$ cat src/rrf_pkg.sv
// Shared types, constants and field widths of the rounded rectangle fill rasterizer.
package rrf_pkg;

	localparam int COORD_BITS_DEF = 13;
	localparam int CFG_BITS       = 13;
	localparam int CFG_IDX_BITS   = 2;
	localparam int ADDR_BITS      = 24;
	localparam int COLOR_BITS     = 16;
	localparam int POS_BITS       = 16;
	localparam int SIZE_BITS      = 15;
	localparam int QUEUE_DEPTH    = 4;

	localparam int unsigned RECIP6       = 43691;
	localparam int          RECIP6_SHIFT = 18;

	localparam logic [CFG_BITS-1:0] SURFACE_WIDTH_RST  = CFG_BITS'(320);
	localparam logic [CFG_BITS-1:0] SURFACE_HEIGHT_RST = CFG_BITS'(240);
	localparam logic [CFG_BITS-1:0] ROW_PITCH_RST      = CFG_BITS'(320);

	localparam logic [CFG_IDX_BITS-1:0] CFG_SURFACE_WIDTH  = 2'd0;
	localparam logic [CFG_IDX_BITS-1:0] CFG_SURFACE_HEIGHT = 2'd1;
	localparam logic [CFG_IDX_BITS-1:0] CFG_ROW_PITCH      = 2'd2;

	localparam logic ACT_START = 1'b0;
	localparam logic ACT_STEP  = 1'b1;

	typedef enum logic {
		JOB_BLANK,
		JOB_PIXEL
	} job_kind_t;

	typedef struct packed {
		logic [CFG_BITS-1:0] surface_width;
		logic [CFG_BITS-1:0] surface_height;
		logic [CFG_BITS-1:0] row_pitch;
	} cfg_t;

	typedef struct packed {
		logic signed [POS_BITS-1:0] left;
		logic signed [POS_BITS-1:0] top;
		logic [SIZE_BITS-1:0]       width;
		logic [SIZE_BITS-1:0]       height;
		logic [SIZE_BITS-1:0]       radius;
		logic [COLOR_BITS-1:0]      color;
	} shape_t;

	typedef struct packed {
		job_kind_t kind;
		logic      done;
		logic      load;
		shape_t    shape;
	} job_t;

endpackage

$ cat src/rrf_req_if.sv
// Request channel: action and rectangle fields with valid/ready handshake.
interface rrf_req_if import rrf_pkg::*; ();
	logic                       valid;
	logic                       ready;
	logic                       action;
	logic signed [POS_BITS-1:0] rect_x;
	logic signed [POS_BITS-1:0] rect_y;
	logic [SIZE_BITS-1:0]       rect_w;
	logic [SIZE_BITS-1:0]       rect_h;
	logic [COLOR_BITS-1:0]      fill_color;

	modport source (output valid, action, rect_x, rect_y, rect_w, rect_h, fill_color,
		input ready);
	modport sink (input valid, action, rect_x, rect_y, rect_w, rect_h, fill_color,
		output ready);
endinterface

$ cat src/rrf_res_if.sv
// Result channel: pixel write fields with valid/ready handshake.
interface rrf_res_if import rrf_pkg::*; ();
	logic                  valid;
	logic                  ready;
	logic                  write_enable;
	logic [ADDR_BITS-1:0]  pixel_address;
	logic [COLOR_BITS-1:0] pixel_color;
	logic                  pass_done;

	modport source (output valid, write_enable, pixel_address, pixel_color, pass_done,
		input ready);
	modport sink (input valid, write_enable, pixel_address, pixel_color, pass_done,
		output ready);
endinterface

$ cat src/rounded_rect_fill_raster.sv
// Top level of the rounded rectangle fill rasterizer: configuration and channel wiring.
//
// Use: write surface_width, surface_height and row_pitch on the config port
// (cfg_write_en, cfg_index, cfg_data) while the block is idle. Send a start
// request (action 0) with the rectangle and colour, then one step request
// (action 1) per pixel of the clipped area. Every request yields exactly one
// result on res_ch: write enable, address row*pitch+column, colour, and
// pass_done on the last pixel, on a pass that ends at once, and when idle.
// Throughput is one request per cycle while the queue is not full, set by the
// front end scan counter and the single address multiplier in the back end.
// A result passes the queue, job, distance, square and output registers.
// A four-entry queue parts the front and back ends, so requests keep being
// accepted while a result waits; when res_ch stalls, the back end pipeline
// holds and req_ch.ready drops once the queue is full.
// Reset clears the pass state, the queue and the pipeline, and loads the
// register defaults 320, 240 and 320.
module rounded_rect_fill_raster import rrf_pkg::*; #(
	parameter int COORD_BITS = COORD_BITS_DEF
) (
	input  logic                    clk,
	input  logic                    arst_n,
	input  logic                    cfg_write_en,
	input  logic [CFG_IDX_BITS-1:0] cfg_index,
	input  logic [CFG_BITS-1:0]     cfg_data,
	rrf_req_if.sink                 req_ch,
	rrf_res_if.source               res_ch
);

	localparam int QW = $bits(job_t) + 2 * COORD_BITS;

	cfg_t cfg_q;

	logic                  push, pop, full, empty;
	job_t                  job_in, job_out;
	logic [COORD_BITS-1:0] col_in, row_in, col_out, row_out;
	logic [QW-1:0]         q_rd;

	always_ff @(posedge clk or negedge arst_n) begin
		if (!arst_n) begin
			cfg_q.surface_width  <= SURFACE_WIDTH_RST;
			cfg_q.surface_height <= SURFACE_HEIGHT_RST;
			cfg_q.row_pitch      <= ROW_PITCH_RST;
		end else if (cfg_write_en) begin
			case (cfg_index)
				CFG_SURFACE_WIDTH: begin
					cfg_q.surface_width <= cfg_data;
				end
				CFG_SURFACE_HEIGHT: begin
					cfg_q.surface_height <= cfg_data;
				end
				CFG_ROW_PITCH: begin
					cfg_q.row_pitch <= cfg_data;
				end
				default: begin
				end
			endcase
		end
	end

	rrf_front #(.COORD_BITS(COORD_BITS)) u_front (
		.clk     (clk),
		.arst_n  (arst_n),
		.cfg     (cfg_q),
		.req     (req_ch),
		.full    (full),
		.push    (push),
		.job     (job_in),
		.job_col (col_in),
		.job_row (row_in)
	);

	rrf_queue #(.WIDTH(QW), .DEPTH(QUEUE_DEPTH)) u_queue (
		.clk     (clk),
		.arst_n  (arst_n),
		.push    (push),
		.wr_data ({job_in, col_in, row_in}),
		.pop     (pop),
		.rd_data (q_rd),
		.full    (full),
		.empty   (empty)
	);

	assign {job_out, col_out, row_out} = q_rd;

	rrf_back #(.COORD_BITS(COORD_BITS)) u_back (
		.clk     (clk),
		.arst_n  (arst_n),
		.cfg     (cfg_q),
		.job     (job_out),
		.job_col (col_out),
		.job_row (row_out),
		.empty   (empty),
		.pop     (pop),
		.res     (res_ch)
	);

endmodule

$ cat src/rrf_front.sv
// Front end: accepts requests, clips the rectangle, tracks the scan and issues jobs.
module rrf_front import rrf_pkg::*; #(
	parameter int COORD_BITS = COORD_BITS_DEF
) (
	input  logic                  clk,
	input  logic                  arst_n,
	input  cfg_t                  cfg,
	rrf_req_if.sink               req,
	input  logic                  full,
	output logic                  push,
	output job_t                  job,
	output logic [COORD_BITS-1:0] job_col,
	output logic [COORD_BITS-1:0] job_row
);

	localparam int SW = 19;
	localparam logic signed [SW-1:0] CMAX = SW'((1 << COORD_BITS) - 1);
	localparam logic signed [SW-1:0] ZERO = '0;

	logic                  busy_q;
	logic [COORD_BITS-1:0] col_q, row_q;
	logic [COORD_BITS-1:0] clip_left_q, clip_right_q, clip_bottom_q;

	logic signed [SW-1:0] x, y, w, h, swz, shz, sw, sh, pitch;
	logic signed [SW-1:0] right, bottom, left, top;
	logic                  bad;
	logic [30:0]           hprod;
	logic [SIZE_BITS-1:0]  hq, r0, radius;
	logic                  col_end, row_end;

	assign req.ready = !full;
	assign push      = req.valid && !full;

	always_comb begin
		x      = SW'(req.rect_x);
		y      = SW'(req.rect_y);
		w      = SW'({1'b0, req.rect_w});
		h      = SW'({1'b0, req.rect_h});
		swz    = SW'({1'b0, cfg.surface_width});
		shz    = SW'({1'b0, cfg.surface_height});
		pitch  = SW'({1'b0, cfg.row_pitch});
		sw     = (swz > CMAX) ? CMAX : swz;
		sh     = (shz > CMAX) ? CMAX : shz;
		right  = x + w;
		bottom = y + h;
		if (right > sw) begin
			right = sw;
		end
		if (bottom > sh) begin
			bottom = sh;
		end
		left = (x < ZERO) ? ZERO : x;
		top  = (y < ZERO) ? ZERO : y;
		bad  = (pitch < sw) || (sw == ZERO) || (sh == ZERO) || (w == ZERO) || (h == ZERO)
			|| (left >= right) || (top >= bottom);

		hprod  = 31'(req.rect_h) * 31'(RECIP6);
		hq     = SIZE_BITS'(hprod >> RECIP6_SHIFT);
		r0     = (hq == '0) ? SIZE_BITS'(1) : hq;
		radius = ({r0, 1'b0} > {1'b0, req.rect_w}) ? (req.rect_w >> 1) : r0;
	end

	assign col_end = ({1'b0, col_q} + 1'b1) >= {1'b0, clip_right_q};
	assign row_end = ({1'b0, row_q} + 1'b1) >= {1'b0, clip_bottom_q};

	always_comb begin
		job.kind         = JOB_BLANK;
		job.done         = 1'b1;
		job.load         = 1'b0;
		job.shape.left   = req.rect_x;
		job.shape.top    = req.rect_y;
		job.shape.width  = req.rect_w;
		job.shape.height = req.rect_h;
		job.shape.radius = radius;
		job.shape.color  = req.fill_color;
		job_col          = col_q;
		job_row          = row_q;
		if (req.action == ACT_START) begin
			job.done = bad;
			job.load = !bad;
		end else if (busy_q) begin
			job.kind = JOB_PIXEL;
			job.done = col_end && row_end;
		end
	end

	always_ff @(posedge clk or negedge arst_n) begin
		if (!arst_n) begin
			busy_q        <= 1'b0;
			col_q         <= '0;
			row_q         <= '0;
			clip_left_q   <= '0;
			clip_right_q  <= '0;
			clip_bottom_q <= '0;
		end else if (push) begin
			if (req.action == ACT_START) begin
				busy_q <= !bad;
				if (!bad) begin
					clip_left_q   <= COORD_BITS'(left);
					clip_right_q  <= COORD_BITS'(right);
					clip_bottom_q <= COORD_BITS'(bottom);
					col_q         <= COORD_BITS'(left);
					row_q         <= COORD_BITS'(top);
				end
			end else if (busy_q) begin
				if (col_end) begin
					col_q <= clip_left_q;
					if (row_end) begin
						busy_q <= 1'b0;
					end else begin
						row_q <= row_q + 1'b1;
					end
				end else begin
					col_q <= col_q + 1'b1;
				end
			end
		end
	end

endmodule

$ cat src/rrf_queue.sv
// Short first-in first-out job queue between the front and back ends.
module rrf_queue import rrf_pkg::*; #(
	parameter int WIDTH = 8,
	parameter int DEPTH = QUEUE_DEPTH
) (
	input  logic             clk,
	input  logic             arst_n,
	input  logic             push,
	input  logic [WIDTH-1:0] wr_data,
	input  logic             pop,
	output logic [WIDTH-1:0] rd_data,
	output logic             full,
	output logic             empty
);

	localparam int PW = $clog2(DEPTH);

	logic [WIDTH-1:0] mem_q [DEPTH];
	logic [PW-1:0]    wr_ptr_q, rd_ptr_q;
	logic [PW:0]      count_q;

	assign full    = count_q == (PW+1)'(DEPTH);
	assign empty   = count_q == '0;
	assign rd_data = mem_q[rd_ptr_q];

	always_ff @(posedge clk) begin
		if (push) begin
			mem_q[wr_ptr_q] <= wr_data;
		end
	end

	always_ff @(posedge clk or negedge arst_n) begin
		if (!arst_n) begin
			wr_ptr_q <= '0;
			rd_ptr_q <= '0;
			count_q  <= '0;
		end else begin
			if (push) begin
				wr_ptr_q <= wr_ptr_q + 1'b1;
			end
			if (pop) begin
				rd_ptr_q <= rd_ptr_q + 1'b1;
			end
			if (push && !pop) begin
				count_q <= count_q + 1'b1;
			end else if (pop && !push) begin
				count_q <= count_q - 1'b1;
			end
		end
	end

endmodule

$ cat src/rrf_back.sv
// Back end: address multiply, corner distance test and output register.
module rrf_back import rrf_pkg::*; #(
	parameter int COORD_BITS = COORD_BITS_DEF
) (
	input  logic                  clk,
	input  logic                  arst_n,
	input  cfg_t                  cfg,
	input  job_t                  job,
	input  logic [COORD_BITS-1:0] job_col,
	input  logic [COORD_BITS-1:0] job_row,
	input  logic                  empty,
	output logic                  pop,
	rrf_res_if.source             res
);

	localparam int SW   = 19;
	localparam int PW   = COORD_BITS + CFG_BITS;
	localparam int SUMW = (PW + 1 > ADDR_BITS) ? PW + 1 : ADDR_BITS;
	localparam int DW   = SIZE_BITS;
	localparam int QW   = 2 * DW;
	localparam logic signed [SW-1:0] ONE  = SW'(1);
	localparam logic signed [SW-1:0] ZERO = '0;

	logic ce;

	shape_t shape_q;

	logic                  v_s1, done_s1;
	job_kind_t             kind_s1;
	logic [COORD_BITS-1:0] col_s1, row_s1;

	logic                  v_s2, done_s2, dxp_s2, dyp_s2;
	job_kind_t             kind_s2;
	logic [COORD_BITS-1:0] col_s2;
	logic [PW-1:0]         prod_s2;
	logic [DW-1:0]         dx_s2, dy_s2, r_s2;
	logic [COLOR_BITS-1:0] color_s2;

	logic                  v_s3, done_s3, corner_s3;
	job_kind_t             kind_s3;
	logic [ADDR_BITS-1:0]  addr_s3;
	logic [QW-1:0]         dx2_s3, dy2_s3, r2_s3;
	logic [COLOR_BITS-1:0] color_s3;

	logic                  out_valid_q, we_q, done_q;
	logic [ADDR_BITS-1:0]  addr_q;
	logic [COLOR_BITS-1:0] color_q;

	logic signed [SW-1:0] px, py, sl, st, swd, shd, sr, lr, rr, tb, bb, dxw, dyw;
	logic                 outside;

	assign ce  = !out_valid_q || res.ready;
	assign pop = ce && !empty;

	always_comb begin
		px  = SW'({1'b0, col_s1});
		py  = SW'({1'b0, row_s1});
		sl  = SW'(shape_q.left);
		st  = SW'(shape_q.top);
		swd = SW'({1'b0, shape_q.width});
		shd = SW'({1'b0, shape_q.height});
		sr  = SW'({1'b0, shape_q.radius});
		lr  = sl + sr;
		rr  = sl + swd - sr - ONE;
		tb  = st + sr;
		bb  = st + shd - sr - ONE;
		if (px < lr) begin
			dxw = lr - px;
		end else if (px >= rr) begin
			dxw = px - rr;
		end else begin
			dxw = ZERO;
		end
		if (py < tb) begin
			dyw = tb - py;
		end else if (py >= bb) begin
			dyw = py - bb;
		end else begin
			dyw = ZERO;
		end
	end

	assign outside = corner_s3 && (({1'b0, dx2_s3} + {1'b0, dy2_s3}) > {1'b0, r2_s3});

	always_ff @(posedge clk or negedge arst_n) begin
		if (!arst_n) begin
			v_s1        <= 1'b0;
			v_s2        <= 1'b0;
			v_s3        <= 1'b0;
			out_valid_q <= 1'b0;
		end else if (ce) begin
			v_s1        <= !empty;
			v_s2        <= v_s1;
			v_s3        <= v_s2;
			out_valid_q <= v_s3;
		end
	end

	always_ff @(posedge clk) begin
		if (pop && job.load) begin
			shape_q <= job.shape;
		end
		if (ce) begin
			kind_s1  <= job.kind;
			done_s1  <= job.done;
			col_s1   <= job_col;
			row_s1   <= job_row;

			kind_s2  <= kind_s1;
			done_s2  <= done_s1;
			col_s2   <= col_s1;
			prod_s2  <= PW'(row_s1) * PW'(cfg.row_pitch);
			dx_s2    <= DW'(dxw);
			dy_s2    <= DW'(dyw);
			dxp_s2   <= dxw > ZERO;
			dyp_s2   <= dyw > ZERO;
			r_s2     <= shape_q.radius;
			color_s2 <= shape_q.color;

			kind_s3   <= kind_s2;
			done_s3   <= done_s2;
			addr_s3   <= ADDR_BITS'(SUMW'(prod_s2) + SUMW'(col_s2));
			dx2_s3    <= QW'(dx_s2) * QW'(dx_s2);
			dy2_s3    <= QW'(dy_s2) * QW'(dy_s2);
			r2_s3     <= QW'(r_s2) * QW'(r_s2);
			corner_s3 <= dxp_s2 && dyp_s2;
			color_s3  <= color_s2;

			done_q <= done_s3;
			if (kind_s3 == JOB_PIXEL) begin
				we_q    <= !outside;
				addr_q  <= addr_s3;
				color_q <= color_s3;
			end else begin
				we_q    <= 1'b0;
				addr_q  <= '0;
				color_q <= '0;
			end
		end
	end

	assign res.valid         = out_valid_q;
	assign res.write_enable  = we_q;
	assign res.pixel_address = addr_q;
	assign res.pixel_color   = color_q;
	assign res.pass_done     = done_q;

endmodule

$ cat src/flat_wrapper.sv
// flat-port wrapper written by rule: the top's interface ports become plain ports
module rounded_rect_fill_raster_flat import rrf_pkg::*;
#(
	parameter int COORD_BITS = COORD_BITS_DEF
)
  (clk, arst_n, cfg_write_en, cfg_index, cfg_data, req_ch_valid, req_ch_action, req_ch_rect_x, req_ch_rect_y, req_ch_rect_w, req_ch_rect_h, req_ch_fill_color, req_ch_ready, res_ch_valid, res_ch_write_enable, res_ch_pixel_address, res_ch_pixel_color, res_ch_pass_done, res_ch_ready);
  rrf_req_if req_ch_i ();
  rrf_res_if res_ch_i ();
  input  logic clk;
  input  logic arst_n;
  input  logic cfg_write_en;
  input  logic [CFG_IDX_BITS-1:0] cfg_index;
  input  logic [CFG_BITS-1:0] cfg_data;
  input wire logic [$bits(req_ch_i.valid)-1:0] req_ch_valid;
  input wire logic [$bits(req_ch_i.action)-1:0] req_ch_action;
  input wire logic [$bits(req_ch_i.rect_x)-1:0] req_ch_rect_x;
  input wire logic [$bits(req_ch_i.rect_y)-1:0] req_ch_rect_y;
  input wire logic [$bits(req_ch_i.rect_w)-1:0] req_ch_rect_w;
  input wire logic [$bits(req_ch_i.rect_h)-1:0] req_ch_rect_h;
  input wire logic [$bits(req_ch_i.fill_color)-1:0] req_ch_fill_color;
  output wire logic [$bits(req_ch_i.ready)-1:0] req_ch_ready;
  output wire logic [$bits(res_ch_i.valid)-1:0] res_ch_valid;
  output wire logic [$bits(res_ch_i.write_enable)-1:0] res_ch_write_enable;
  output wire logic [$bits(res_ch_i.pixel_address)-1:0] res_ch_pixel_address;
  output wire logic [$bits(res_ch_i.pixel_color)-1:0] res_ch_pixel_color;
  output wire logic [$bits(res_ch_i.pass_done)-1:0] res_ch_pass_done;
  input wire logic [$bits(res_ch_i.ready)-1:0] res_ch_ready;
  assign req_ch_i.valid = req_ch_valid;
  assign req_ch_i.action = req_ch_action;
  assign req_ch_i.rect_x = req_ch_rect_x;
  assign req_ch_i.rect_y = req_ch_rect_y;
  assign req_ch_i.rect_w = req_ch_rect_w;
  assign req_ch_i.rect_h = req_ch_rect_h;
  assign req_ch_i.fill_color = req_ch_fill_color;
  assign req_ch_ready = req_ch_i.ready;
  assign res_ch_valid = res_ch_i.valid;
  assign res_ch_write_enable = res_ch_i.write_enable;
  assign res_ch_pixel_address = res_ch_i.pixel_address;
  assign res_ch_pixel_color = res_ch_i.pixel_color;
  assign res_ch_pass_done = res_ch_i.pass_done;
  assign res_ch_i.ready = res_ch_ready;
  rounded_rect_fill_raster #(.COORD_BITS(COORD_BITS)) u_core (.clk(clk), .arst_n(arst_n), .cfg_write_en(cfg_write_en), .cfg_index(cfg_index), .cfg_data(cfg_data), .req_ch(req_ch_i), .res_ch(res_ch_i));
endmodule
$ cat config.mk
export PLATFORM = sky130hd
export DESIGN_NAME = rounded_rect_fill_raster_flat
export DESIGN_NICKNAME = d
export VERILOG_FILES = /design/src/rrf_pkg.sv /design/src/rrf_req_if.sv /design/src/rrf_res_if.sv /design/src/rounded_rect_fill_raster.sv /design/src/rrf_front.sv /design/src/rrf_queue.sv /design/src/rrf_back.sv /design/src/flat_wrapper.sv
export SDC_FILE = /design/constraint.sdc
export NUM_CORES = 2
export LEC_CHECK = 0
export BUFFER_PORTS_ARGS = -buffer_cell sky130_fd_sc_hd__clkbuf_2
export CAP_MARGIN = 10
export CELL_PAD_IN_SITES_DETAIL_PLACEMENT = 0
export CELL_PAD_IN_SITES_GLOBAL_PLACEMENT = 1
export CORE_MARGIN = 1.5
export CORE_UTILIZATION = 50
export DETAILED_ROUTE_END_ITERATION = 12
export HOLD_SLACK_MARGIN = 0.1
export PLACE_DENSITY = 0.82
export SETUP_SLACK_MARGIN = 0.05
export SLEW_MARGIN = 20
export SYNTH_ARGS = -nofsm -noshare
export SYNTH_HDL_FRONTEND = slang
export SYNTH_HIERARCHICAL = 1
export SYNTH_SLANG_ARGS = --single-unit
$ cat constraint.sdc
create_clock -name clk -period 19.3 [get_ports clk]
set_clock_uncertainty 0.05 [all_clocks]
set_input_delay 5.79 -clock clk [delete_from_list [all_inputs] [get_ports clk]]
set_output_delay 5.79 -clock clk [all_outputs]
set_load 0.01 [all_outputs]
==> qor.txt <==
Synth unique cells: 111
Vias in the first global route: 52150
Setup_tns: 0 ns
Final min period: 13.46 ns
Final wirelength: 185700 um
Share of cells above drive strength 1: 0.09198
Worst Tran Pin Value: 1.025 ns
Status: completed
Fill cells: 13130
Placed insts: 8726
Vias: 50240
Post_cts resized: 0
Reg clk slew, reported paths: 0.06 ns
Inserted Clock Buffers: 103
Setup bufs post-CTS: 0
Root Driver: clkbuf_16
HP Class: reg2reg
CP Launch Type: input pin
Mapped cell area: 0.07829 mm2
Drt first pass iters: 5
First-pass GRT wire length: 293600 um
Post-synth top flop: edfxtp_1
Via/cell ratio: 5.631
Initial antenna violation count: 17
Share of the synthesized area in the top cell type: 0.3387
Worst path slowest cell: and4_1
WP buf/inv: 2
DIE WIDTH: 398.7 um
Syn Area/Cell: 11.62 um2
WS Path Type: in2reg
RePlAce Congestion: 0.8916
RSZ-0062 raised after global routing: no
Final hold viol count: 0
Synth top area cells: edfxtp_1 (34%), fa_1 (16%), ha_1 (12%)
Site Rows: 145
CTS Sinks: 999
Routed WL per cell: 20.81 um
Synth area leader: edfxtp_1
TritonCTS clock tree: yes
PnR worst setup slack: 5.840 ns
Number of enable flip-flop cells after synthesis: 883
Reg area: 0.02944 mm2
Fmax: 74.30 MHz
Port Buffer Count: 142
Slew margin rel.: 0.3101
Grt total ovfl: 0
Crit-path leading delay family: simple AND/OR/NAND/NOR gates
Clk_lat worst skew: 0.76 ns
Pre-CTS setup slack: 5.293 ns
P&R area growth vs syn: 7.412%
# DRC: 0
Post-route ant nets: 0
Maxcap violations: 0
Most used cell, CP: ha_1
Die Ht: 398.7 um
Htree depth: 3
Die area: 0.1590 mm2
Layout Nets: 8274
Commonest cells in the netlist: inv_1 (980), edfxtp_1 (883), ha_1 (771), fa_1 (631), nand2_1 (461)
WP data required: 19.92 ns
Post-detail-place hpwl: 142500 um
Critical path peak fanout: 48
Final cell count without fillers: 8922
Largest net degree at the start of global routing: 106
Worst hold slack: 0.3613 ns
Tot GR Track Use: 0.2388
IO Count: 143
Ys Warns: 6
Ys async rst share: 0.1161
Initial DRC Count: 3396
Post-Synthesis Cells: 6735
Longest Clk Path Bufs: 3
Final Max Tran Viols: 0
Multi-input gate area: 0.04380 mm2
Worst path arrival time: 14.08 ns
Count leader, synth: inv_1
Hold-fix buffers at CTS: 0
Synth Register Bits: 999
Tcrit/Tclk final: 0.6974
Placeable Area: 0.1558 mm2
Slowest Stage Delay on Critical Path: 0.81 ns
Worst Setup End Kind: flop
Final setup viols: 0
Register area share after synthesis: 0.3759
Initial Util: 0.5024
==> state kept, by name, summed over array words and instances (netlist names), 29 cells and up <==
name	flops
u_core/u_back/dx2_s3	29
u_core/u_back/shape_q	93
u_core/u_back/dy2_s3	29
u_core/u_queue/mem_q	488
u_core/u_back/r2_s3	29
u_core/cfg_q	39
==> cell families (layout without fill, tap and decap cells) <==
group / count (synthesis) / after routing / synth area share
compound gates: 965 / 965 / 0.08408
xor+xnor: 316 / 316 / 0.03569
fa+ha+maj: 1402 / 1402 / 0.2846
buf+inv: 1233 / 1357 / 0.06523
flops: 999 / 999 / 0.3759
mux: 242 / 242 / 0.05144
other cells: 1 / 6 / 0.00004790
simple gates: 1577 / 1577 / 0.1031
==> cell usage in the layout (no fill, tap or decap), types with 62 or more instances in the layout <==
master / n
mux2_2: 62
clkbuf_2: 141
nand2_1: 461
fa_1: 631
ha_1: 771
and2_1: 314
xor2_1: 98
inv_1: 979
dfrtp_1: 106
o21ai_0: 174
a21oi_1: 235
nor2b_1: 66
a21o_1: 111
xnor2_1: 216
edfxtp_1: 883
nand3_1: 89
mux4_2: 122
clkbuf_16: 104
nor2_1: 225
nor3_1: 108
==> layout make-up <==
type,count,share of cell area
timing repair buffer,184,0.01227
tap,2058,0.03062
multi-input combinational,4504,0.5208
clock buffer,115,0.03144
clock inverter,77,0.01085
sequential,999,0.3500
antenna,4,0.0001190
inverter,981,0.04388
==> worst reg2reg max path, delay by kind of cell (launching register included) <==
family	cells	cell delay [ns]
buffers and inverters	3	0.15
adders and majority gates	7	3.41
xor gates and xnor gates	1	0.09
AOI/OAI and AO/OA	6	1.55
DFF	1	0.85
and+or+nand+nor	4	1.16
==> final timing paths <==
path	startpoint	end	slack, ns	cells after the start
worst min-delay path	u_core/u_back/shape_q[10]$_DFFE_PP_	u_core/u_back/color_s2[10]$_DFFE_PN_	0.36	0
min in group asynchronous	arst_n	u_core/cfg_q[21]$_DFFE_PN0P_	4.99	1
max in group asynchronous	arst_n	u_core/u_queue/rd_ptr_q[0]$_DFFE_PN0P_	12.72	2
worst min register to register	u_core/u_back/shape_q[10]$_DFFE_PP_	u_core/u_back/color_s2[10]$_DFFE_PN_	0.36	0
worst max register to register	u_core/u_back/dx_s2[0]$_DFFE_PN_	u_core/u_back/dx2_s3[29]$_DFFE_PN_	11.80	21
worst max-delay path	req_ch_rect_w[0]	u_core/u_front/clip_right_q[1]$_DFFE_PN0P_	5.84	26
==> routing by layer <==
layer	track usage	routed length, um	vias up
met2	0.3999	88960	1295
met1	0.3196	80610	25180
met3	0.03437	9795	318
met4	0.07835	6160	30
li1	-	-	23420
met5	0	184	-
==> metrics by stage <==
stage / util / area [um2]
2_1_floorplan: - / 78300
4_1_cts: 0.5395 / 84080
6_report: 0.5396 / 84100
5_1_grt: 0.5396 / 84090
3_5_place_dp: 0.5167 / 80520
3_3_place_gp: 0.5167 / 80520
Power is left out: the tool's default activity adds up to more than one toggle a clock period on the data nets, which glitch-free logic cannot reach.
